<file path="src/hw/rtl/sss_pkg.sv">
`timescale 1ns / 1ps
// ----------------------------------------------------------------------------
// sss_pkg: shared types and constants of the state-space step evaluator
// Field widths, command word between the front end and the engine, engine
// states and the saturation bounds used by the result stage.
// ----------------------------------------------------------------------------
package sss_pkg;

    // Widths fixed by the item fields.
    localparam int VAL_W            = 16;
    localparam int NUM_STATE_FIELDS = 4;
    localparam int NUM_DRIVE_FIELDS = 2;
    localparam int NUM_PRED_FIELDS  = 2;
    localparam int NUM_RESULTS      = NUM_STATE_FIELDS + NUM_PRED_FIELDS;
    localparam int IDX_W            = 2;
    localparam int DRV_IDX_W        = $clog2(NUM_DRIVE_FIELDS);
    localparam int DEST_W           = $clog2(NUM_RESULTS);
    localparam int NS_W             = 3;
    localparam int ND_W             = 2;
    localparam int NO_W             = 2;
    localparam int CFG_IDX_W        = 2;
    localparam int CFG_DATA_W       = 3;

    // Datapath widths: a 16x16 product and a sum of up to six of them.
    localparam int PROD_W = 2 * VAL_W;
    localparam int ACC_W  = PROD_W + 4;

    // Saturation bounds of a 16-bit signed result, at accumulator width.
    localparam logic signed [ACC_W-1:0] SAT_MAX =
        {{(ACC_W - VAL_W + 1){1'b0}}, {(VAL_W - 1){1'b1}}};
    localparam logic signed [ACC_W-1:0] SAT_MIN =
        {{(ACC_W - VAL_W + 1){1'b1}}, {(VAL_W - 1){1'b0}}};

    // Command queue between front end and engine.
    localparam int QUEUE_DEPTH = 2;
    localparam int QPTR_W      = $clog2(QUEUE_DEPTH);
    localparam int QCNT_W      = $clog2(QUEUE_DEPTH + 1);

    typedef enum logic {
        REQ_LOAD = 1'b0,
        REQ_EVAL = 1'b1
    } req_t;

    typedef enum logic [1:0] {
        MAT_A = 2'd0,
        MAT_B = 2'd1,
        MAT_C = 2'd2,
        MAT_D = 2'd3
    } matrix_t;

    typedef enum logic [CFG_IDX_W-1:0] {
        CFG_STATE_COUNT  = 2'd0,
        CFG_DRIVE_COUNT  = 2'd1,
        CFG_OUTPUT_COUNT = 2'd2
    } cfg_reg_t;

    typedef enum logic [1:0] {
        ENG_CLEAR,
        ENG_IDLE,
        ENG_ISSUE,
        ENG_DRAIN
    } eng_state_t;

    // One classified word as it travels from the front end to the engine.
    typedef struct packed {
        logic                                       is_eval;
        logic                                       load_ok;
        matrix_t                                    matrix;
        logic [IDX_W-1:0]                           row;
        logic [IDX_W-1:0]                           col;
        logic [VAL_W-1:0]                           value;
        logic [NUM_STATE_FIELDS-1:0][VAL_W-1:0]     state;
        logic [NUM_DRIVE_FIELDS-1:0][VAL_W-1:0]     drive;
        logic [NS_W-1:0]                            ns;
        logic [ND_W-1:0]                            nd;
        logic [NO_W-1:0]                            no;
    } cmd_t;

endpackage

</file>
<file path="src/hw/rtl/sss_front.sv">
`timescale 1ns / 1ps
// ----------------------------------------------------------------------------
// sss_front: input front end
// Holds the count registers, accepts input words, checks load coordinates
// against the matrix bounds and pushes classified commands into the queue.
// ----------------------------------------------------------------------------
module sss_front
    import sss_pkg::*;
#(
    parameter int MAX_STATES  = 4,
    parameter int MAX_DRIVES  = 2,
    parameter int MAX_OUTPUTS = 2
)
(
    input  logic                    clk,
    input  logic                    rst_n,
    input  logic                    cfg_valid,
    output logic                    cfg_ready,
    input  logic [CFG_IDX_W-1:0]    cfg_index,
    input  logic [CFG_DATA_W-1:0]   cfg_data,
    input  logic                    in_valid,
    output logic                    in_ready,
    input  logic                    req_type,
    input  logic [1:0]              coef_matrix,
    input  logic [IDX_W-1:0]        coef_row,
    input  logic [IDX_W-1:0]        coef_col,
    input  logic signed [VAL_W-1:0] coef_value,
    input  logic signed [VAL_W-1:0] state_0,
    input  logic signed [VAL_W-1:0] state_1,
    input  logic signed [VAL_W-1:0] state_2,
    input  logic signed [VAL_W-1:0] state_3,
    input  logic signed [VAL_W-1:0] drive_0,
    input  logic signed [VAL_W-1:0] drive_1,
    input  logic                    clearing,
    input  logic                    q_full,
    output logic                    push,
    output cmd_t                    push_cmd
);

    // Effective count caps: parameter maximum and number of carried fields.
    localparam int NS_CAP = (MAX_STATES < NUM_STATE_FIELDS) ? MAX_STATES : NUM_STATE_FIELDS;
    localparam int ND_CAP = (MAX_DRIVES < NUM_DRIVE_FIELDS) ? MAX_DRIVES : NUM_DRIVE_FIELDS;
    localparam int NO_CAP = (MAX_OUTPUTS < NUM_PRED_FIELDS) ? MAX_OUTPUTS : NUM_PRED_FIELDS;

    logic [NS_W-1:0] state_count_reg;
    logic [ND_W-1:0] drive_count_reg;
    logic [NO_W-1:0] output_count_reg;
    logic [NS_W-1:0] ns_eff;
    logic [ND_W-1:0] nd_eff;
    logic [NO_W-1:0] no_eff;
    logic            row_in_states;
    logic            row_in_outputs;
    logic            col_in_states;
    logic            col_in_drives;
    logic            load_ok;

    // Count registers; writes to an index beyond the list are dropped.
    assign cfg_ready = 1'b1;

    always_ff @(posedge clk or negedge rst_n)
    begin
        if (!rst_n)
        begin
            state_count_reg  <= NS_W'(4);
            drive_count_reg  <= ND_W'(1);
            output_count_reg <= NO_W'(2);
        end
        else if (cfg_valid && cfg_ready)
        begin
            unique case (cfg_index)
                CFG_STATE_COUNT:  state_count_reg  <= cfg_data;
                CFG_DRIVE_COUNT:  drive_count_reg  <= cfg_data[ND_W-1:0];
                CFG_OUTPUT_COUNT: output_count_reg <= cfg_data[NO_W-1:0];
                default:          ;
            endcase
        end
    end

    // Counts above the cap act as the cap.
    always_comb
    begin
        ns_eff = (int'(state_count_reg) > NS_CAP) ? NS_W'(NS_CAP) : state_count_reg;
        nd_eff = (int'(drive_count_reg) > ND_CAP) ? ND_W'(ND_CAP) : drive_count_reg;
        no_eff = (int'(output_count_reg) > NO_CAP) ? NO_W'(NO_CAP) : output_count_reg;
    end

    // A load outside its matrix at full size is dropped by the engine.
    always_comb
    begin
        row_in_states  = int'(coef_row) < MAX_STATES;
        row_in_outputs = int'(coef_row) < MAX_OUTPUTS;
        col_in_states  = int'(coef_col) < MAX_STATES;
        col_in_drives  = int'(coef_col) < MAX_DRIVES;
        unique case (matrix_t'(coef_matrix))
            MAT_A:   load_ok = row_in_states && col_in_states;
            MAT_B:   load_ok = row_in_states && col_in_drives;
            MAT_C:   load_ok = row_in_outputs && col_in_states;
            MAT_D:   load_ok = row_in_outputs && col_in_drives;
            default: load_ok = 1'b0;
        endcase
    end

    // Accept while the queue has room and the store sweep is over.
    assign in_ready = !q_full && !clearing;
    assign push     = in_valid && in_ready;

    // Classified command word.
    always_comb
    begin
        push_cmd          = '0;
        push_cmd.is_eval  = (req_t'(req_type) == REQ_EVAL);
        push_cmd.load_ok  = load_ok;
        push_cmd.matrix   = matrix_t'(coef_matrix);
        push_cmd.row      = coef_row;
        push_cmd.col      = coef_col;
        push_cmd.value    = coef_value;
        push_cmd.state[0] = state_0;
        push_cmd.state[1] = state_1;
        push_cmd.state[2] = state_2;
        push_cmd.state[3] = state_3;
        push_cmd.drive[0] = drive_0;
        push_cmd.drive[1] = drive_1;
        push_cmd.ns       = ns_eff;
        push_cmd.nd       = nd_eff;
        push_cmd.no       = no_eff;
    end

endmodule

</file>
<file path="src/hw/rtl/sss_queue.sv">
`timescale 1ns / 1ps
// ----------------------------------------------------------------------------
// sss_queue: command queue
// Short first-in first-out buffer that decouples the front end from the
// engine, so either side can stall without holding up the other.
// ----------------------------------------------------------------------------
module sss_queue
    import sss_pkg::*;
(
    input  logic clk,
    input  logic rst_n,
    input  logic push,
    input  cmd_t push_cmd,
    input  logic pop,
    output cmd_t head,
    output logic q_full,
    output logic q_empty
);

    cmd_t              slot_reg [QUEUE_DEPTH];
    logic [QPTR_W-1:0] wr_ptr_reg;
    logic [QPTR_W-1:0] rd_ptr_reg;
    logic [QCNT_W-1:0] count_reg;
    logic [QPTR_W-1:0] wr_ptr_next;
    logic [QPTR_W-1:0] rd_ptr_next;
    logic [QCNT_W-1:0] count_next;

    assign q_full  = (count_reg == QCNT_W'(QUEUE_DEPTH));
    assign q_empty = (count_reg == '0);
    assign head    = slot_reg[rd_ptr_reg];

    // Pointer and fill count update, with explicit wrap at the depth.
    always_comb
    begin
        wr_ptr_next = wr_ptr_reg;
        rd_ptr_next = rd_ptr_reg;
        count_next  = count_reg;
        if (push)
        begin
            wr_ptr_next = (wr_ptr_reg == QPTR_W'(QUEUE_DEPTH - 1)) ? '0 : wr_ptr_reg + 1'b1;
        end
        if (pop)
        begin
            rd_ptr_next = (rd_ptr_reg == QPTR_W'(QUEUE_DEPTH - 1)) ? '0 : rd_ptr_reg + 1'b1;
        end
        if (push && !pop)
        begin
            count_next = count_reg + 1'b1;
        end
        else if (pop && !push)
        begin
            count_next = count_reg - 1'b1;
        end
    end

    always_ff @(posedge clk or negedge rst_n)
    begin
        if (!rst_n)
        begin
            wr_ptr_reg <= '0;
            rd_ptr_reg <= '0;
            count_reg  <= '0;
        end
        else
        begin
            wr_ptr_reg <= wr_ptr_next;
            rd_ptr_reg <= rd_ptr_next;
            count_reg  <= count_next;
        end
    end

    // Slot storage carries payload only.
    always_ff @(posedge clk)
    begin
        if (push)
        begin
            slot_reg[wr_ptr_reg] <= push_cmd;
        end
    end

endmodule

</file>
<file path="src/hw/rtl/sss_engine.sv">
`timescale 1ns / 1ps
// ----------------------------------------------------------------------------
// sss_engine: coefficient store and multiply-accumulate engine
// Clears the coefficient memory after reset, executes loads, and walks one
// coefficient per cycle through a shared multiply-accumulate pipeline for
// each evaluate command. Results are held in the output register.
// ----------------------------------------------------------------------------
module sss_engine
    import sss_pkg::*;
#(
    parameter int MAX_STATES  = 4,
    parameter int MAX_DRIVES  = 2,
    parameter int MAX_OUTPUTS = 2,
    parameter int FRAC_BITS   = 8
)
(
    input  logic                                clk,
    input  logic                                rst_n,
    input  logic                                q_empty,
    input  cmd_t                                head,
    output logic                                pop,
    output logic                                clearing,
    output logic                                out_valid,
    input  logic                                out_ready,
    output logic [NUM_RESULTS-1:0][VAL_W-1:0]   result,
    output logic                                saturated
);

    // Store layout: A, B, C, D, each row major.
    localparam int BASE_A      = 0;
    localparam int BASE_B      = BASE_A + MAX_STATES * MAX_STATES;
    localparam int BASE_C      = BASE_B + MAX_STATES * MAX_DRIVES;
    localparam int BASE_D      = BASE_C + MAX_OUTPUTS * MAX_STATES;
    localparam int STORE_DEPTH = BASE_D + MAX_OUTPUTS * MAX_DRIVES;
    localparam int ADDR_W      = $clog2(STORE_DEPTH);

    typedef struct packed {
        logic              first;
        logic              last;
        logic [DEST_W-1:0] dest;
    } tag_t;

    function automatic logic [ADDR_W-1:0] coef_addr(input matrix_t mat,
                                                    input logic [IDX_W-1:0] r,
                                                    input logic [IDX_W-1:0] c);
        int base;
        int cols;
        unique case (mat)
            MAT_A:   begin base = BASE_A; cols = MAX_STATES; end
            MAT_B:   begin base = BASE_B; cols = MAX_DRIVES; end
            MAT_C:   begin base = BASE_C; cols = MAX_STATES; end
            default: begin base = BASE_D; cols = MAX_DRIVES; end
        endcase
        return ADDR_W'(base + int'(r) * cols + int'(c));
    endfunction

    logic signed [VAL_W-1:0]    coef_mem [STORE_DEPTH];

    eng_state_t                 state_reg;
    eng_state_t                 state_next;
    logic [ADDR_W-1:0]          clr_cnt_reg;

    // Walk position: row group, row, term phase (state or drive), column.
    logic                       grp_reg;
    logic                       grp_next;
    logic [IDX_W-1:0]           row_reg;
    logic [IDX_W-1:0]           row_next;
    logic                       phase_reg;
    logic                       phase_next;
    logic [IDX_W-1:0]           col_reg;
    logic [IDX_W-1:0]           col_next;

    logic signed [VAL_W-1:0]    x_reg [NUM_STATE_FIELDS];
    logic signed [VAL_W-1:0]    u_reg [NUM_DRIVE_FIELDS];
    logic [NS_W-1:0]            ns_reg;
    logic [ND_W-1:0]            nd_reg;
    logic [NO_W-1:0]            no_reg;

    // Pipeline: memory read, multiply, accumulate, saturate.
    logic                       s1_v_reg;
    tag_t                       s1_tag_reg;
    logic signed [VAL_W-1:0]    rd_data_reg;
    logic signed [VAL_W-1:0]    op_reg;
    logic                       s2_v_reg;
    tag_t                       s2_tag_reg;
    logic signed [PROD_W-1:0]   prod_reg;
    logic                       fin_reg;
    logic [DEST_W-1:0]          s3_dest_reg;
    logic signed [ACC_W-1:0]    acc_reg;
    logic signed [ACC_W-1:0]    prod_ext;

    logic [NUM_RESULTS-1:0][VAL_W-1:0] res_reg;
    logic                       sat_reg;
    logic                       out_valid_reg;
    logic                       out_valid_next;

    logic                       pop_eval;
    logic                       has_work;
    logic                       issue;
    logic                       wr_en;
    logic [ADDR_W-1:0]          wr_addr;
    logic signed [VAL_W-1:0]    wr_data;
    logic [ADDR_W-1:0]          rd_addr;
    logic signed [VAL_W-1:0]    operand;
    tag_t                       tag;
    logic [NS_W-1:0]            term_lim;
    logic [NS_W-1:0]            row_lim;
    logic                       last_in_phase;
    logic                       row_end;
    logic                       last_row;
    logic                       walk_end;
    logic                       pipe_empty;
    logic signed [ACC_W-1:0]    shifted;
    logic [VAL_W-1:0]           sat_val;
    logic                       clip;

    // Evaluate commands start only when the output register is free.
    assign has_work   = (head.ns != '0) || ((head.no != '0) && (head.nd != '0));
    assign pipe_empty = !s1_v_reg && !s2_v_reg && !fin_reg;

    // Walk bookkeeping for the current term.
    always_comb
    begin
        term_lim      = phase_reg ? NS_W'(nd_reg) : ns_reg;
        row_lim       = grp_reg ? NS_W'(no_reg) : ns_reg;
        last_in_phase = ({1'b0, col_reg} == term_lim - 1'b1);
        row_end       = last_in_phase && (phase_reg || (nd_reg == '0));
        last_row      = ({1'b0, row_reg} == row_lim - 1'b1);
        walk_end      = issue && row_end && last_row && (grp_reg || (no_reg == '0));
    end

    // Next state.
    always_comb
    begin
        state_next = state_reg;
        unique case (state_reg)
            ENG_CLEAR:
            begin
                if (clr_cnt_reg == ADDR_W'(STORE_DEPTH - 1))
                begin
                    state_next = ENG_IDLE;
                end
            end
            ENG_IDLE:
            begin
                if (pop_eval && has_work)
                begin
                    state_next = ENG_ISSUE;
                end
            end
            ENG_ISSUE:
            begin
                if (walk_end)
                begin
                    state_next = ENG_DRAIN;
                end
            end
            ENG_DRAIN:
            begin
                if (pipe_empty)
                begin
                    state_next = ENG_IDLE;
                end
            end
            default: state_next = ENG_CLEAR;
        endcase
    end

    // State machine outputs.
    always_comb
    begin
        clearing = (state_reg == ENG_CLEAR);
        issue    = (state_reg == ENG_ISSUE);
        pop      = (state_reg == ENG_IDLE) && !q_empty && (!head.is_eval || !out_valid_reg);
        pop_eval = pop && head.is_eval;
        wr_en    = clearing || (pop && !head.is_eval && head.load_ok);
        wr_addr  = clearing ? clr_cnt_reg : coef_addr(head.matrix, head.row, head.col);
        wr_data  = clearing ? '0 : $signed(head.value);
    end

    // Walk position advance: columns, then drive terms, then rows, then group.
    always_comb
    begin
        grp_next   = grp_reg;
        row_next   = row_reg;
        phase_next = phase_reg;
        col_next   = col_reg;
        if (pop_eval)
        begin
            grp_next   = (head.ns == '0);
            row_next   = '0;
            phase_next = (head.ns == '0);
            col_next   = '0;
        end
        else if (issue)
        begin
            if (!last_in_phase)
            begin
                col_next = col_reg + 1'b1;
            end
            else if (!row_end)
            begin
                phase_next = 1'b1;
                col_next   = '0;
            end
            else if (!last_row)
            begin
                row_next   = row_reg + 1'b1;
                phase_next = (ns_reg == '0);
                col_next   = '0;
            end
            else if (!grp_reg && (no_reg != '0))
            begin
                grp_next   = 1'b1;
                row_next   = '0;
                phase_next = 1'b0;
                col_next   = '0;
            end
        end
    end

    // Coefficient address, operand and tag of the term being issued.
    always_comb
    begin
        if (phase_reg)
        begin
            rd_addr = coef_addr(grp_reg ? MAT_D : MAT_B, row_reg, col_reg);
            operand = u_reg[col_reg[DRV_IDX_W-1:0]];
        end
        else
        begin
            rd_addr = coef_addr(grp_reg ? MAT_C : MAT_A, row_reg, col_reg);
            operand = x_reg[col_reg];
        end
        tag.first = (col_reg == '0) && (!phase_reg || (ns_reg == '0));
        tag.last  = row_end;
        tag.dest  = grp_reg ? DEST_W'(NUM_STATE_FIELDS + int'(row_reg)) : DEST_W'(row_reg);
    end

    // Output valid: set at the end of a walk or for an evaluate with nothing to compute, cleared when taken.
    always_comb
    begin
        out_valid_next = out_valid_reg;
        if (out_valid_reg && out_ready)
        begin
            out_valid_next = 1'b0;
        end
        if ((pop_eval && !has_work) || ((state_reg == ENG_DRAIN) && pipe_empty))
        begin
            out_valid_next = 1'b1;
        end
    end

    // Control registers.
    always_ff @(posedge clk or negedge rst_n)
    begin
        if (!rst_n)
        begin
            state_reg     <= ENG_CLEAR;
            clr_cnt_reg   <= '0;
            grp_reg       <= 1'b0;
            row_reg       <= '0;
            phase_reg     <= 1'b0;
            col_reg       <= '0;
            s1_v_reg      <= 1'b0;
            s2_v_reg      <= 1'b0;
            fin_reg       <= 1'b0;
            out_valid_reg <= 1'b0;
        end
        else
        begin
            state_reg     <= state_next;
            clr_cnt_reg   <= clearing ? clr_cnt_reg + 1'b1 : clr_cnt_reg;
            grp_reg       <= grp_next;
            row_reg       <= row_next;
            phase_reg     <= phase_next;
            col_reg       <= col_next;
            s1_v_reg      <= issue;
            s2_v_reg      <= s1_v_reg;
            fin_reg       <= s2_v_reg && s2_tag_reg.last;
            out_valid_reg <= out_valid_next;
        end
    end

    // Coefficient memory: one write port, one registered read port.
    always_ff @(posedge clk)
    begin
        if (wr_en)
        begin
            coef_mem[wr_addr] <= wr_data;
        end
        rd_data_reg <= coef_mem[rd_addr];
    end

    // Operands captured when an evaluate command starts.
    always_ff @(posedge clk)
    begin
        if (pop_eval)
        begin
            for (int i = 0; i < NUM_STATE_FIELDS; i++)
            begin
                x_reg[i] <= $signed(head.state[i]);
            end
            for (int i = 0; i < NUM_DRIVE_FIELDS; i++)
            begin
                u_reg[i] <= $signed(head.drive[i]);
            end
            ns_reg <= head.ns;
            nd_reg <= head.nd;
            no_reg <= head.no;
        end
    end

    // Multiply-accumulate datapath.
    assign prod_ext = {{(ACC_W - PROD_W){prod_reg[PROD_W-1]}}, prod_reg};

    always_ff @(posedge clk)
    begin
        s1_tag_reg  <= tag;
        op_reg      <= operand;
        s2_tag_reg  <= s1_tag_reg;
        prod_reg    <= rd_data_reg * op_reg;
        s3_dest_reg <= s2_tag_reg.dest;
        if (s2_v_reg)
        begin
            acc_reg <= s2_tag_reg.first ? prod_ext : acc_reg + prod_ext;
        end
    end

    // Scale by an arithmetic shift (rounds toward minus infinity), then clip.
    always_comb
    begin
        shifted = acc_reg >>> FRAC_BITS;
        clip    = 1'b0;
        sat_val = shifted[VAL_W-1:0];
        if (shifted > SAT_MAX)
        begin
            sat_val = SAT_MAX[VAL_W-1:0];
            clip    = 1'b1;
        end
        else if (shifted < SAT_MIN)
        begin
            sat_val = SAT_MIN[VAL_W-1:0];
            clip    = 1'b1;
        end
    end

    // Result register: cleared at the start, filled one row at a time.
    always_ff @(posedge clk)
    begin
        if (pop_eval)
        begin
            res_reg <= '0;
            sat_reg <= 1'b0;
        end
        else if (fin_reg)
        begin
            res_reg[s3_dest_reg] <= sat_val;
            sat_reg              <= sat_reg | clip;
        end
    end

    assign out_valid = out_valid_reg;
    assign result    = res_reg;
    assign saturated = sat_reg;

endmodule

</file>
<file path="src/hw/rtl/state_space_step.sv">
`timescale 1ns / 1ps
// ----------------------------------------------------------------------------
// state_space_step: discrete state-space step evaluator
// Loads coefficients of A, B, C and D and computes A*x+B*u and C*x+D*u in
// signed Q8.8 with saturation.
// ----------------------------------------------------------------------------
// After reset the coefficient store is swept to zero, one entry per cycle;
// no input word is accepted until the sweep ends, while count register
// writes are taken at any time. A load word is written to the store when
// the engine takes it from the queue, and gives no result. For an evaluate
// word, every coefficient in use passes one at a time through the single
// coefficient memory read port and the shared multiply-accumulate unit,
// plus pipeline fill and drain; ns, nd and no, the state, drive and output
// counts in use, set how many coefficients that is. An evaluate word with
// no state in use and either no drive or no output in use has nothing to
// compute and gives its all-zero result without a walk, straight from its
// pop off the queue. A two-word queue lets input words be taken while the
// engine is busy or a result waits in the output register.
module state_space_step
    import sss_pkg::*;
#(
    parameter int MAX_STATES  = 4,
    parameter int MAX_DRIVES  = 2,
    parameter int MAX_OUTPUTS = 2,
    parameter int FRAC_BITS   = 8
)
(
    input  logic                    clk,
    input  logic                    rst_n,
    input  logic                    cfg_valid,
    output logic                    cfg_ready,
    input  logic [CFG_IDX_W-1:0]    cfg_index,
    input  logic [CFG_DATA_W-1:0]   cfg_data,
    input  logic                    in_valid,
    output logic                    in_ready,
    input  logic                    req_type,
    input  logic [1:0]              coef_matrix,
    input  logic [IDX_W-1:0]        coef_row,
    input  logic [IDX_W-1:0]        coef_col,
    input  logic signed [VAL_W-1:0] coef_value,
    input  logic signed [VAL_W-1:0] state_0,
    input  logic signed [VAL_W-1:0] state_1,
    input  logic signed [VAL_W-1:0] state_2,
    input  logic signed [VAL_W-1:0] state_3,
    input  logic signed [VAL_W-1:0] drive_0,
    input  logic signed [VAL_W-1:0] drive_1,
    output logic                    out_valid,
    input  logic                    out_ready,
    output logic signed [VAL_W-1:0] next_state_0,
    output logic signed [VAL_W-1:0] next_state_1,
    output logic signed [VAL_W-1:0] next_state_2,
    output logic signed [VAL_W-1:0] next_state_3,
    output logic signed [VAL_W-1:0] predicted_0,
    output logic signed [VAL_W-1:0] predicted_1,
    output logic                    saturated
);

    logic                               clearing;
    logic                               q_full;
    logic                               q_empty;
    logic                               push;
    logic                               pop;
    cmd_t                               push_cmd;
    cmd_t                               head;
    logic [NUM_RESULTS-1:0][VAL_W-1:0]  result;

    // Front end: count registers, acceptance and classification.
    sss_front #(
        .MAX_STATES  (MAX_STATES),
        .MAX_DRIVES  (MAX_DRIVES),
        .MAX_OUTPUTS (MAX_OUTPUTS)
    ) u_front (
        .clk         (clk),
        .rst_n       (rst_n),
        .cfg_valid   (cfg_valid),
        .cfg_ready   (cfg_ready),
        .cfg_index   (cfg_index),
        .cfg_data    (cfg_data),
        .in_valid    (in_valid),
        .in_ready    (in_ready),
        .req_type    (req_type),
        .coef_matrix (coef_matrix),
        .coef_row    (coef_row),
        .coef_col    (coef_col),
        .coef_value  (coef_value),
        .state_0     (state_0),
        .state_1     (state_1),
        .state_2     (state_2),
        .state_3     (state_3),
        .drive_0     (drive_0),
        .drive_1     (drive_1),
        .clearing    (clearing),
        .q_full      (q_full),
        .push        (push),
        .push_cmd    (push_cmd)
    );

    // Command queue between the two sides.
    sss_queue u_queue (
        .clk      (clk),
        .rst_n    (rst_n),
        .push     (push),
        .push_cmd (push_cmd),
        .pop      (pop),
        .head     (head),
        .q_full   (q_full),
        .q_empty  (q_empty)
    );

    // Back end: coefficient store and multiply-accumulate engine.
    sss_engine #(
        .MAX_STATES  (MAX_STATES),
        .MAX_DRIVES  (MAX_DRIVES),
        .MAX_OUTPUTS (MAX_OUTPUTS),
        .FRAC_BITS   (FRAC_BITS)
    ) u_engine (
        .clk       (clk),
        .rst_n     (rst_n),
        .q_empty   (q_empty),
        .head      (head),
        .pop       (pop),
        .clearing  (clearing),
        .out_valid (out_valid),
        .out_ready (out_ready),
        .result    (result),
        .saturated (saturated)
    );

    // Result fields.
    assign next_state_0 = $signed(result[0]);
    assign next_state_1 = $signed(result[1]);
    assign next_state_2 = $signed(result[2]);
    assign next_state_3 = $signed(result[3]);
    assign predicted_0  = $signed(result[NUM_STATE_FIELDS]);
    assign predicted_1  = $signed(result[NUM_STATE_FIELDS + 1]);

    // No input word may enter while the store is still being swept.
    assert property (@(posedge clk) disable iff (!rst_n) clearing |-> !in_ready)
        else $error("input accepted during coefficient store sweep");

    // The engine never takes a command from an empty queue.
    assert property (@(posedge clk) disable iff (!rst_n) pop |-> !q_empty)
        else $error("engine popped an empty command queue");

    // Nothing can have been queued by the time the sweep finishes.
    assert property (@(posedge clk) disable iff (!rst_n) $fell(clearing) |-> q_empty)
        else $error("command queued before coefficient store sweep finished");

endmodule

</file>
<file path="config.mk">
export PLATFORM = sky130hd
export DESIGN_NAME = state_space_step
export DESIGN_NICKNAME = d
export VERILOG_FILES = /design/src/hw/rtl/sss_pkg.sv /design/src/hw/rtl/sss_front.sv /design/src/hw/rtl/sss_queue.sv /design/src/hw/rtl/sss_engine.sv /design/src/hw/rtl/state_space_step.sv
export SDC_FILE = /design/constraint.sdc
export NUM_CORES = 2
export LEC_CHECK = 0
export ABC_CLOCK_PERIOD_IN_PS = 7700
export BUFFER_PORTS_ARGS = -buffer_cell sky130_fd_sc_hd__clkbuf_2
export CAP_MARGIN = 10
export CORE_MARGIN = 1
export CORE_UTILIZATION = 25
export DETAILED_ROUTE_END_ITERATION = 12
export SLEW_MARGIN = 20
export SYNTH_ARGS = -nofsm -noshare
export SYNTH_HDL_FRONTEND = slang
export SYNTH_SLANG_ARGS = --single-unit
</file>
<file path="constraint.sdc">
create_clock -name clk -period 7.7 [get_ports clk]
set_input_delay 0.77 -clock clk [delete_from_list [all_inputs] [get_ports clk]]
set_output_delay 0.77 -clock clk [all_outputs]
set_load 0.05 [all_outputs]
</file>
==> impl_summary.txt <==
----------------------------------------------------
[Run status]
  Run status ... finished, final reports clean

[Global route]
  Global-route usage over all layers ... 0.113
  First-pass GRT wire length ... 195000 um
  Vias in the first global route ... about 32000
  Largest net degree at the start of global routing ... 154
  Final global-route overflow total ... 0
  Number of antenna violations at the first check in global routing ... 7

[Final layout]
  Net total in the final layout ... around 4600
  Share of layout cells above drive strength 1 ... 0.194
  Count of filler cells inserted in the layout ... 21959
  Max reg flops ... 576
  Post-synthesis to final-layout area growth ... 15.6%
  Post-layout utilization of the core ... 0.291

[STA]
  RSZ-0062 raised after global routing ... no
  Maximum clock rate ... 145 MHz
  Max Clock Skew ... roughly 0.14 ns
  Final setup violation count ... 0
  Final-report max-slew violation count ... 0
  Setup Total Neg Slack ... 0 ns
  Post-route minimum period ... 6.92 ns
  Transition at the pin with the smallest max-transition slack ... about 1.1 ns
  Hold Violations, Final ... 0
  Final worst path period share ... 0.898
  PnR worst setup slack ... 0.784 ns
  Worst slew slack as a fraction of its limit ... 0.246

[Setup path]
  Worst Reg-to-Reg Cells ... 21
  Origin of the critical flop-to-flop path ... u_engine.op_reg[1]
  Series of cell instances along the critical path ... nand2_1 > fa_1 > fa_1 > fa_1 > fa_1 > inv_1 > fa_1 > inv_1 > fa_1 > inv_1 > ha_1 > a21oi_1 > o21ai_0 > a21o_1 > a41o_1 > a2111oi_0 > o31a_1 > o21ai_1 > nor2_1 > a21oi_1 > xor2_1
  Worst-case register-to-register setup slack ... 0.78 ns
  Class of the most critical setup path ... flip-flop to flip-flop
  Worst Path Required ... just over 8 ns
  Startpoint kind of the worst setup timing path ... flip-flop
  Worst-path fanout max ... 16
  CP max stage delay ... 0.70 ns
  Most frequent cell on the critical path ... sky130_fd_sc_hd__fa_1
  Crit path max-delay cell type ... sky130_fd_sc_hd__dfxtp_1
  Endpoint of the lowest-slack register-to-register path ... u_engine.prod_reg[29]
  Critical path endpoint category ... flip-flop
  Arrival time at the worst endpoint ... 7.52 ns

[Route]
  Routed vias ... 30929
  DRC violation count after routing ... 0
  Residual antenna-violating net count after detailed routing ... 0
  Vias/cell ... between 4 and 5
  Routed Wire Length ... 128000 um
  Number of design-rule violations left by the first detailed-router iteration ... approximately 2400
  Drt wl/cell ... 18.0 um
  First-pass DRT Iterations ... 5

[Clock network]
  Number of clock sinks ... 1172
  Post-CTS setup repair buffer count ... 0
  CTS Hold Bufs ... 0
  # resized after CTS ... 0
  Clock Tree Root ... sky130_fd_sc_hd__clkbuf_16
  Clock tree from TritonCTS ... yes
  Number of buffers on the longest clock path ... 3
  Clock-pin slew on the worst setup and hold paths ... 0.06 ns
  TritonCTS buffer count ... ~120
  Latest clock arrival within the worst-skew pair ... 0.83 ns
  CTS H-tree lvls ... 3

[Yosys]
  Number of enable-type register cells in the synthesized netlist ... 969
  Gate count after technology mapping ... 3868
  Post-synthesis net count ... 4397
  Unique masters post-synth ... 75
  Share of the yosys chip area belonging to registers ... 0.603
  Cell area after synthesis ... between 50000 and 60000 um^2
  Dominant register cell in the synthesized netlist ... sky130_fd_sc_hd__edfxtp_1
  Number of synthesized register bits ... 1172
  Syn. warnings ... 0
  Async S/R FF share, synth ... 0.0247
  Average size of a mapped cell ... 14.3 um^2

[Placement]
  Detailed Place HPWL ... 84300 um
  Final GP Congestion ... between 0.8 and 0.9
  Port Buffer Count ... 227
  Worst setup timing slack at the placement stage ... ~0.85 ns

[Die]
  Starting Density ... 0.252
  Core ar. ... 220000 um^2
  Number of top-level pins ... ~230
  Number of placement rows ... approximately 170
  Die W ... 472 um
  Die outline area ... around 220000 um^2
  Die span in y ... 472 um

[Run]
  Number of violations of the max-capacitance limit ... 0

[Min path]
  Hold/Removal Path Class ... input pin to asynchronous set/reset pin

----------------------------------------------------
==> worst max-delay path, delay by kind of cell, from the launching register on <==
kind                     cells  cell delay (ns)
AO/OA/AOI/OAI                8             2.05
XOR/XNOR                     1             0.14
AND/OR/NAND/NOR              2             0.33
buffers and inverters        3             0.14
flip-flops                   1             0.70
adder cells (fa/ha/maj)      7             3.45
==> cells in the mapped netlist, types with 31 or more instances <==
| master | n | share of area |
|---|---|---|
| sky130_fd_sc_hd__mux2i_1 | 47 | 0.0085 |
| sky130_fd_sc_hd__nand2_1 | 528 | 0.036 |
| sky130_fd_sc_hd__dfxtp_1 | 174 | 0.063 |
| sky130_fd_sc_hd__xnor2_1 | 51 | 0.0081 |
| sky130_fd_sc_hd__edfxtp_1 | 969 | 0.53 |
| sky130_fd_sc_hd__clkbuf_1 | 105 | 0.0071 |
| sky130_fd_sc_hd__mux4_2 | 160 | 0.065 |
| sky130_fd_sc_hd__buf_2 | 36 | 0.0033 |
| sky130_fd_sc_hd__xor2_1 | 31 | 0.0049 |
| sky130_fd_sc_hd__ha_1 | 137 | 0.031 |
| sky130_fd_sc_hd__inv_1 | 345 | 0.023 |
| sky130_fd_sc_hd__nor2_1 | 151 | 0.010 |
| sky130_fd_sc_hd__a21oi_1 | 189 | 0.017 |
| sky130_fd_sc_hd__and2_1 | 125 | 0.014 |
| sky130_fd_sc_hd__nand3_1 | 51 | 0.0046 |
| sky130_fd_sc_hd__o21ai_0 | 61 | 0.0055 |
| sky130_fd_sc_hd__fa_1 | 263 | 0.095 |
| sky130_fd_sc_hd__mux2_2 | 120 | 0.024 |
==> stage by stage <==
step / std cells / hold slack (ns) / cell area (um^2)
finish: 7075 / 0.0664 / 63800
global route: 7073 / 0.103 / 63800
CTS: 7072 / 0.0285 / 63800
detailed placement: 6853 / 0.317 / 59900
global placement: 6853 / 0.315 / 59900
floorplan: 3868 / 0.310 / 55200
==> routing by layer <==
metal | share of wire | routed length, um | track usage | up-vias
met5 | 0.00054 | 69 | 0 | -
met4 | 0.019 | 2420 | 0.0275 | 10
met3 | 0.065 | 8360 | 0.0228 | 165
met2 | 0.46 | 59000 | 0.183 | 894
met1 | 0.45 | 57900 | 0.155 | 15644
li1 | - | - | - | 14216
==> worst max-delay path by stage <==
stage                              from                    end  slack [ns]  cells past startpoint
2_1_floorplan  u_engine.rd_data_reg[10]  u_engine.prod_reg[29]        1.67                     22
3_3_place_gp         u_engine.op_reg[1]  u_engine.prod_reg[29]        0.93                     21
3_5_place_dp         u_engine.op_reg[1]  u_engine.prod_reg[29]        0.85                     21
4_1_cts              u_engine.op_reg[1]  u_engine.prod_reg[29]        0.87                     21
5_1_grt              u_engine.op_reg[1]  u_engine.prod_reg[29]        0.60                     21
6_report             u_engine.op_reg[1]  u_engine.prod_reg[29]        0.78                     21
==> layout by cell type (no fill, tap or decap), types with 17 or more instances in the layout <==
master                      instances
sky130_fd_sc_hd__nor2b_1           17
sky130_fd_sc_hd__clkbuf_2         227
sky130_fd_sc_hd__a21o_1            23
sky130_fd_sc_hd__clkinv_1          27
sky130_fd_sc_hd__xnor2_1           51
sky130_fd_sc_hd__clkinv_2          26
sky130_fd_sc_hd__dfxtp_1          173
sky130_fd_sc_hd__ha_1             136
sky130_fd_sc_hd__nand2_1          528
sky130_fd_sc_hd__fa_1             263
sky130_fd_sc_hd__clkbuf_1          17
sky130_fd_sc_hd__mux2i_1           44
sky130_fd_sc_hd__buf_4             46
sky130_fd_sc_hd__nand3_1           51
sky130_fd_sc_hd__and3_1            21
sky130_fd_sc_hd__a21oi_1          189
sky130_fd_sc_hd__o21ai_0           61
sky130_fd_sc_hd__inv_1            345
sky130_fd_sc_hd__clkbuf_16        120
sky130_fd_sc_hd__edfxtp_1         969
sky130_fd_sc_hd__and2_1           124
sky130_fd_sc_hd__a31oi_1           23
sky130_fd_sc_hd__mux2_2           119
sky130_fd_sc_hd__nor2_2            40
sky130_fd_sc_hd__nand2b_1          21
sky130_fd_sc_hd__o21a_1            23
sky130_fd_sc_hd__xor2_1            31
sky130_fd_sc_hd__a311oi_1          17
sky130_fd_sc_hd__nor2_1           103
sky130_fd_sc_hd__dfrtp_1           22
sky130_fd_sc_hd__mux4_2           160
==> final cells by class <==
cell class                      instances  area, um^2  area share
Antenna cell                            3        7.51    0.000118
Clock buffer                          144        3160      0.0496
Clock inverter                         75         708      0.0111
Inverter                              345        1290      0.0203
Multi-Input combinational cell       2188       20200       0.316
Sequential cell                      1172       33300       0.522
Tap cell                             2871        3590      0.0563
Timing Repair Buffer                  277        1560      0.0245
==> kinds of logic after synthesis <==
| logic type | count (synthesis) | share of synthesized area |
|---|---|---|
| other cells | 2 | 0.000136 |
| buf+inv | 508 | 0.0357 |
| xor+xnor | 82 | 0.0130 |
| fa+ha+maj | 400 | 0.126 |
| compound gates | 409 | 0.0454 |
| flops | 1172 | 0.603 |
| mux | 328 | 0.0985 |
| simple gates | 967 | 0.0778 |
Power is not shown: default switching activity piles up to over one toggle a cycle in this logic, so the estimate is an artifact.
